--- src/rtl/core/shht_pkg.sv ---
`timescale 1ns / 1ps
`default_nettype none
// ----------------------------------------------------------------------------
// shht_pkg
// shared types and constants of the size histogram table
// ----------------------------------------------------------------------------
package shht_pkg;

  localparam int unsigned TableEntriesDef = 256;
  localparam int unsigned SizeW           = 31;
  localparam int unsigned CountW          = 32;
  localparam int unsigned BytesW          = 64;

  // item travelling down the row of cells
  typedef struct packed {
    logic              active;
    logic              alloc;   // 0: lookup pass, 1: allocation pass
    logic              action;  // 0: allocation, 1: free
    logic [SizeW-1:0]  size;
    logic              hit;
    logic [CountW-1:0] count;
  } shht_tok_t;

endpackage
`default_nettype wire

--- src/rtl/core/shht_cell.sv ---
`timescale 1ns / 1ps
`default_nettype none
// ----------------------------------------------------------------------------
// shht_cell
// one table entry: holds a size and its count, updates a passing item
// ----------------------------------------------------------------------------
module shht_cell (
  input  wire                 clk,
  input  wire                 rst_n,
  input  shht_pkg::shht_tok_t tok_i,
  output shht_pkg::shht_tok_t tok_o
);
  import shht_pkg::*;

  logic              valid_r, valid_nxt;
  logic [SizeW-1:0]  size_r, size_nxt;
  logic [CountW-1:0] count_r, count_nxt;
  shht_tok_t         tok_r, tok_nxt;
  logic [CountW-1:0] cnt_upd;

  assign cnt_upd = tok_i.action ? (count_r - CountW'(1)) : (count_r + CountW'(1));

  always_comb begin
    tok_nxt   = tok_i;
    valid_nxt = valid_r;
    size_nxt  = size_r;
    count_nxt = count_r;
    if (tok_i.active && !tok_i.hit) begin
      if (!tok_i.alloc) begin
        if (valid_r && (size_r == tok_i.size)) begin
          count_nxt     = cnt_upd;
          valid_nxt     = (cnt_upd != '0);
          tok_nxt.hit   = 1'b1;
          tok_nxt.count = cnt_upd;
        end
      end else if (!valid_r) begin
        valid_nxt     = 1'b1;
        size_nxt      = tok_i.size;
        count_nxt     = tok_i.action ? '1 : CountW'(1);
        tok_nxt.hit   = 1'b1;
        tok_nxt.count = tok_i.action ? '1 : CountW'(1);
      end
    end
  end

  always_ff @(posedge clk) begin
    if (!rst_n) begin
      valid_r <= 1'b0;
      tok_r   <= '0;
    end else begin
      valid_r <= valid_nxt;
      tok_r   <= tok_nxt;
    end
    size_r  <= size_nxt;
    count_r <= count_nxt;
  end

  assign tok_o = tok_r;

endmodule
`default_nettype wire
--- config.mk ---
export PLATFORM = sky130hd
export DESIGN_NAME = shht_cell
export DESIGN_NICKNAME = d
export VERILOG_FILES = /design/src/rtl/core/shht_pkg.sv /design/src/rtl/core/shht_cell.sv
export SDC_FILE = /design/constraint.sdc
export NUM_CORES = 1
export LEC_CHECK = 0
export BUFFER_PORTS_ARGS = -buffer_cell sky130_fd_sc_hd__buf_2
export CAP_MARGIN = 20
export CORE_ASPECT_RATIO = 0.8
export CORE_MARGIN = 4
export CORE_UTILIZATION = 50
export CTS_CLUSTER_SIZE = 40
export DETAILED_ROUTE_END_ITERATION = 8
export PLACE_DENSITY_LB_ADDON = 0.3
export SLEW_MARGIN = 25
export SYNTH_ARGS = -nofsm -noshare
export SYNTH_HDL_FRONTEND = slang
export SYNTH_SLANG_ARGS = --single-unit
--- constraint.sdc ---
create_clock -name clk -period 7.12 [get_ports clk]
set_clock_uncertainty 0.05 [all_clocks]
set_input_delay 1.424 -clock clk [delete_from_list [all_inputs] [get_ports clk]]
set_output_delay 1.424 -clock clk [all_outputs]
set_load 0.02 [all_outputs]
* Word level (Yosys, flattened, before mapping)
Cells that the tools add are included.
** Storage, ports and cells
- Bits in registers :: 131
** Operators by class
- Bitwise operators :: 1
- Equality and inequality tests :: 2
- Reduce and logical (&&, ||, !) cells :: 8
- Add/subtract/negate cells :: 2
- Muxes and demuxes :: 11
** Operators with widths (count)
- 32-bit 2-to-1 mux :: 5
- 33-bit 2-to-1 mux :: 4
- 32-bit by 1-bit adder with 32-bit output, second input constant :: 1
- 32-bit nonzero test :: 1
- 32-bit by 1-bit subtractor with 32-bit output, second input constant :: 1
- 31-bit equality test :: 1
- 3-bit AND reduction :: 2
- 1-bit logical AND :: 2
- 1-bit 2-to-1 mux :: 2
- 2-bit != test, second input constant :: 1
- 2-bit AND reduction :: 1
- 2-bit nonzero test :: 1
- 1-bit logical NOT :: 1
- 1-bit inverter :: 1

* Logic depth before layout (Yosys ltp)
- Depth in word-level cells :: 5
- Gate-level depth with buffers :: 11

* Least setup slack after synthesis
Ideal clock, no wire load.
- Kind :: input to register
- From :: input port tok_i[32] in the netlist's numbering
- To :: register size_r[0] (enable)
- Data required time :: 6.612 ns
- Setup slack :: 2.653 ns
- Library setup time :: 0.458 ns
- Buffers on the path :: 1
- Cell stages on the path :: 3
- Arrival :: 3.959 ns
- Cells stage by stage :: nand2b_1 -> clkbuf_1 -> nor3_1
** On the way
- Cells in the longest elaborated chain, start to end :: 3
** RTL lines
- start: declaration :: line shht_cell.sv:10 : input shht_pkg::shht_tok_t tok_i,
- 1-bit logical NOT :: line shht_cell.sv:28 : if (tok_i.active && !tok_i.hit) begin
- 1-bit logical AND :: line shht_cell.sv:28
- 3-bit AND reduction (no source line)
- end signal: assignment :: line shht_cell.sv:54 : size_r <= size_nxt;
- end: declaration :: line shht_cell.sv:16 : logic [SizeW-1:0] size_r, size_nxt;
Every way passes these cells.
A chain may end at the register's enable or synchronous reset.

* Final worst setup path
- From :: input port tok_i[64] in the netlist's numbering
- To :: register valid_r
** On the way
- Cells in the longest elaborated chain, start to end :: 4
** RTL lines
- 32-bit 2-to-1 mux :: line shht_cell.sv:21 : assign cnt_upd = tok_i.action ? (count_r - CountW'(1)) : (count_r + CountW'(1));
- 32-bit nonzero test :: line shht_cell.sv:32 : valid_nxt = (cnt_upd != '0);
- 1-bit 2-to-1 mux :: line shht_cell.sv:30 : if (valid_r && (size_r == tok_i.size)) begin
- 1-bit 2-to-1 mux :: line shht_cell.sv:29 : if (!tok_i.alloc) begin
- end signal: assignment :: line shht_cell.sv:51 : valid_r <= valid_nxt;
- end: declaration :: line shht_cell.sv:15 : logic valid_r, valid_nxt;
Every way passes these cells. The select of a mux whose other input is x is not followed.

==> run_summary.xml <==
<?xml version="1.0" encoding="UTF-8"?>
<metrics>
  <group name="clocking">
    <metric name="postCtsSetupRepairBufs" unit="">0</metric>
    <metric name="htree_levels" unit="">4</metric>
    <metric name="cts-root-to-sink-buffers" unit="">2</metric>
    <metric name="clock_sinks" unit="">131</metric>
    <metric name="tritoncts.num_buffers" unit="">17</metric>
    <metric name="hold_buffers" unit="">0</metric>
    <metric name="ctsRootBufferMaster" unit="">clkbuf_16</metric>
    <metric name="cts_tree" unit="">yes</metric>
    <metric name="post_cts_resized" unit="">0</metric>
    <metric name="insertion_delay" unit="ns">0.42</metric>
    <metric name="clk_pin_slew_worst_paths" unit="ns">0.06</metric>
  </group>
  <group name="floorplanning">
    <metric name="die_boundary_height" unit="um">109</metric>
    <metric name="die-area" unit="sq mm">0.0147</metric>
    <metric name="fp-row-count" unit="">36</metric>
    <metric name="core-area" unit="sq mm">0.0123</metric>
    <metric name="start_util" unit="%">51.9</metric>
    <metric name="dieWidth" unit="um">135</metric>
    <metric name="boundaryPins" unit="">136</metric>
  </group>
  <group name="power_and_ir_drop">
    <metric name="combinationalPowerShare" unit="%">16.0</metric>
    <metric name="seq_power_share" unit="%">40.9</metric>
    <metric name="p_leak" unit="nW">3.32</metric>
    <metric name="internal_power" unit="mW">1.50</metric>
    <metric name="power_switching" unit="mW">0.550</metric>
    <metric name="power_switching_share" unit="%">26.8</metric>
    <metric name="clock_power_share" unit="%">43.1</metric>
    <metric name="cellPowerDensity" unit="mW/mm^2">262</metric>
    <metric name="vdd_ir_drop_max" unit="mV">0.193</metric>
  </group>
  <group name="placement">
    <metric name="detailedPlacementHpwl" unit="um">12200</metric>
    <metric name="place.gp.congestion" unit="">0.968</metric>
    <metric name="dpl-instance-area" unit="sq mm">0.00726</metric>
    <metric name="io_buffer_count" unit="">135</metric>
  </group>
  <group name="timing">
    <metric name="max-slew-margin-rel" unit="%">36.3</metric>
    <metric name="finalHoldViolCount" unit="">0</metric>
    <metric name="worstMarginPinSlew" unit="ns">0.956</metric>
    <metric name="final-setup-viol-count" unit="">0</metric>
    <metric name="setup_tns_final" unit="ns">0</metric>
    <metric name="final.period_utilization" unit="%">67.5</metric>
    <metric name="grt_setup_unrepaired" unit="">false</metric>
    <metric name="max_clock_freq" unit="MHz">208</metric>
    <metric name="number_of_pins_exceeding_their_max_slew_limit_in_the_final_report" unit="">0</metric>
    <metric name="fin_crit" unit="ns">4.80</metric>
  </group>
  <group name="logic_synthesis">
    <metric name="yosysUniqueCellTypes" unit="">55</metric>
    <metric name="yosys_warnings" unit="">0</metric>
    <metric name="netlist_top_cells_count" unit="">dfxtp_1, edfxtp_1, o21ai_0</metric>
    <metric name="synth_edf_count" unit="">63</metric>
    <metric name="synth_largest_area_cell" unit="">edfxtp_1</metric>
    <metric name="postSynthNetCount" unit="">710</metric>
    <metric name="post_synth_main_area_contributors" unit="">edfxtp_1, dfxtp_1, ha_1, xnor2_1, o21ai_0</metric>
    <metric name="synth-main-ff-cell" unit="">dfxtp_1</metric>
    <metric name="synth.yosys.seq_area_share" unit="%">50.8</metric>
    <metric name="synthesis.instances" unit="">609</metric>
    <metric name="yosys.cell_count.top_type" unit="">dfxtp_1</metric>
    <metric name="synth.cell_area" unit="sq mm">0.00640</metric>
    <metric name="syn_area_per_cell" unit="sq um">10.5</metric>
    <metric name="portion_of_synthesized_cell_area_occupied_by_the_leading_cell_type" unit="%">29.5</metric>
    <metric name="asyncSetResetFlopFracSynth" unit="%">0</metric>
    <metric name="synth_seq_cells" unit="">131</metric>
  </group>
  <group name="hold_path">
    <metric name="min-delay-path-class" unit="">reg -&gt; reg</metric>
  </group>
  <group name="final_layout">
    <metric name="syn2layout_area_growth" unit="%">22.6</metric>
    <metric name="antennaDiodeCount" unit="">0</metric>
    <metric name="layout.cell_area.non_filler" unit="sq mm">0.00785</metric>
    <metric name="final_net_count" unit="">848</metric>
    <metric name="final_util" unit="%">63.6</metric>
    <metric name="final_layout_size_suffix_gt1_share" unit="%">24.2</metric>
  </group>
  <group name="drt">
    <metric name="viasPerCell" unit="">5.70</metric>
    <metric name="count_of_antenna_violating_nets_left_after_detailed_routing" unit="">0</metric>
    <metric name="drt-total-wl" unit="um">17100</metric>
    <metric name="detail_route.drc_violations" unit="">0</metric>
    <metric name="wl_cell" unit="um">18.3</metric>
    <metric name="dr.first_iter.drc_count" unit="">490</metric>
    <metric name="drt_pre_antenna_iters" unit="">5</metric>
    <metric name="detailroute.via_count" unit="">5306</metric>
  </group>
  <group name="worst_setup_path">
    <metric name="critPathMaxStageDelay" unit="ns">0.65</metric>
    <metric name="worst_ep_required_time" unit="ns">7.38</metric>
    <metric name="critical_path.most_common_cell" unit="">nor2_1</metric>
    <metric name="crit_buf_inv" unit="">1</metric>
    <metric name="worstSetupPathType" unit="">in -&gt; reg</metric>
    <metric name="critical_path_endpoint_category" unit="">flop</metric>
    <metric name="critical_path_arrival" unit="ns">5.06</metric>
    <metric name="critical_path.max_fanout" unit="">37</metric>
    <metric name="cells_traversed_along_the_worst_timing_path" unit="">buf_2 &gt; ha_1 &gt; a21o_2 &gt; a2111oi_4 &gt; nor2_1 &gt; a2111o_1 &gt; a311oi_1 &gt; o31ai_1 &gt; xnor2_1 &gt; nand4_1 &gt; nor4_1 &gt; nor2_1</metric>
    <metric name="timing.critical_path.from_type" unit="">primary input</metric>
    <metric name="family_with_the_most_delay_on_the_worst_path" unit="">compound AO/OA/AOI/OAI gates</metric>
    <metric name="critical-path-slowest-cell" unit="">buf_2</metric>
    <metric name="rrSetupSlack" unit="ns">3.39</metric>
  </group>
  <group name="run">
    <metric name="max_cap_violations" unit="">0</metric>
  </group>
  <group name="global_route">
    <metric name="grt_antenna_before_repair" unit="">0</metric>
    <metric name="grt_start_max_net_pins" unit="">69</metric>
    <metric name="grt_usage" unit="%">23.9</metric>
    <metric name="grt_overflow" unit="">0</metric>
    <metric name="first_global_vias" unit="">5340</metric>
    <metric name="grt_pass1_wl" unit="um">27200</metric>
  </group>
  <group name="outcome">
    <metric name="outcome" unit="">completed</metric>
  </group>
</metrics>
power groups by stage:
stage                     clock [mW]  sequential, mW  combinational [mW]
after floorplan                    0           0.885               0.185
after global placement             0           0.855               0.315
after detailed placement           0           0.857               0.322
after CTS                      0.895           0.841               0.325
after global routing           0.925           0.843               0.360
final                          0.885           0.841               0.328
worst register-to-register path: stages, from the launching register on:
cell	delay, ns
edfxtp_1	0.51
fa_1	0.49
a21o_2	0.27
a2111oi_4	0.43
nor2_1	0.11
a2111o_1	0.45
a311oi_1	0.35
o31ai_1	0.13
xnor2_1	0.27
nand4_1	0.18
nor4_1	0.30
nor2_1	0.07
sequential cells by signal, summed over array words and instances (netlist names):
signal / flops
count_r: 32
size_r: 31
valid_r: 1
tok_o: 67
logic make-up (layout without fill, tap and decap cells):
family,count (synthesis),count (layout),synth area share (%)
DFF,131,131,50.8
adders and majority gates,32,32,6.37
AOI/OAI and AO/OA,181,181,17.9
buffers and inverters,34,185,1.99
and+or+nand+nor,169,169,14.4
xor gates and xnor gates,62,62,8.48
layout make-up:
class                           count  area [sq um]
Fill cell                        1013          4490
Multi-Input combinational cell    444          3030
Clock inverter                     12           158
Clock buffer                       20           437
Inverter                           14          52.6
Sequential cell                   131          3250
Tap cell                          171           214
Timing Repair Buffer              139           706
metal layers:
layer / global-route usage [%] / share of wire [%] / vias to the layer above
li1: - / - / 2495
met1: 31.7 / 44 / 2548
met2: 37.4 / 47 / 234
met3: 6.60 / 7.4 / 29
met4: 9.67 / 1.8 / 0
met5: 0 / 0 / -
path summary, 6_finish.rpt:
kind,start,to,depth (start not counted)
max,tok_i[64],valid_r,12
min,valid_r,valid_r,2
max reg2reg,count_r[0],valid_r,11
min reg2reg,valid_r,valid_r,2
stage by stage:
step	setup slack, ns	instances	total power [mW]	hold slack (ns)
6_report	2.32	931	2.05	0.650
5_1_grt	2.11	931	2.13	0.659
4_1_cts	2.47	931	2.06	0.632
3_5_place_dp	2.02	899	1.18	0.621
3_3_place_gp	2.21	899	1.17	0.632
2_1_floorplan	2.65	609	1.07	0.488
placed cells by master (no fill, tap or decap), drive strengths merged, types with 6 or more instances in the layout:
master	Yosys	routed
nand3	8	8
a21boi	6	6
clkbuf	19	20
inv	13	14
edfxtp	63	63
dfxtp	68	68
a22oi	9	9
and3	7	7
a21o	17	17
clkinv	1	6
buf	1	139
o21ai	64	64
nor2b	18	18
nand2	40	40
and2	52	52
xnor2	38	38
nand4	16	16
xor2	24	24
ha	31	31
a21oi	44	44
nor2	15	15
Power figures use the tool's default switching activity.
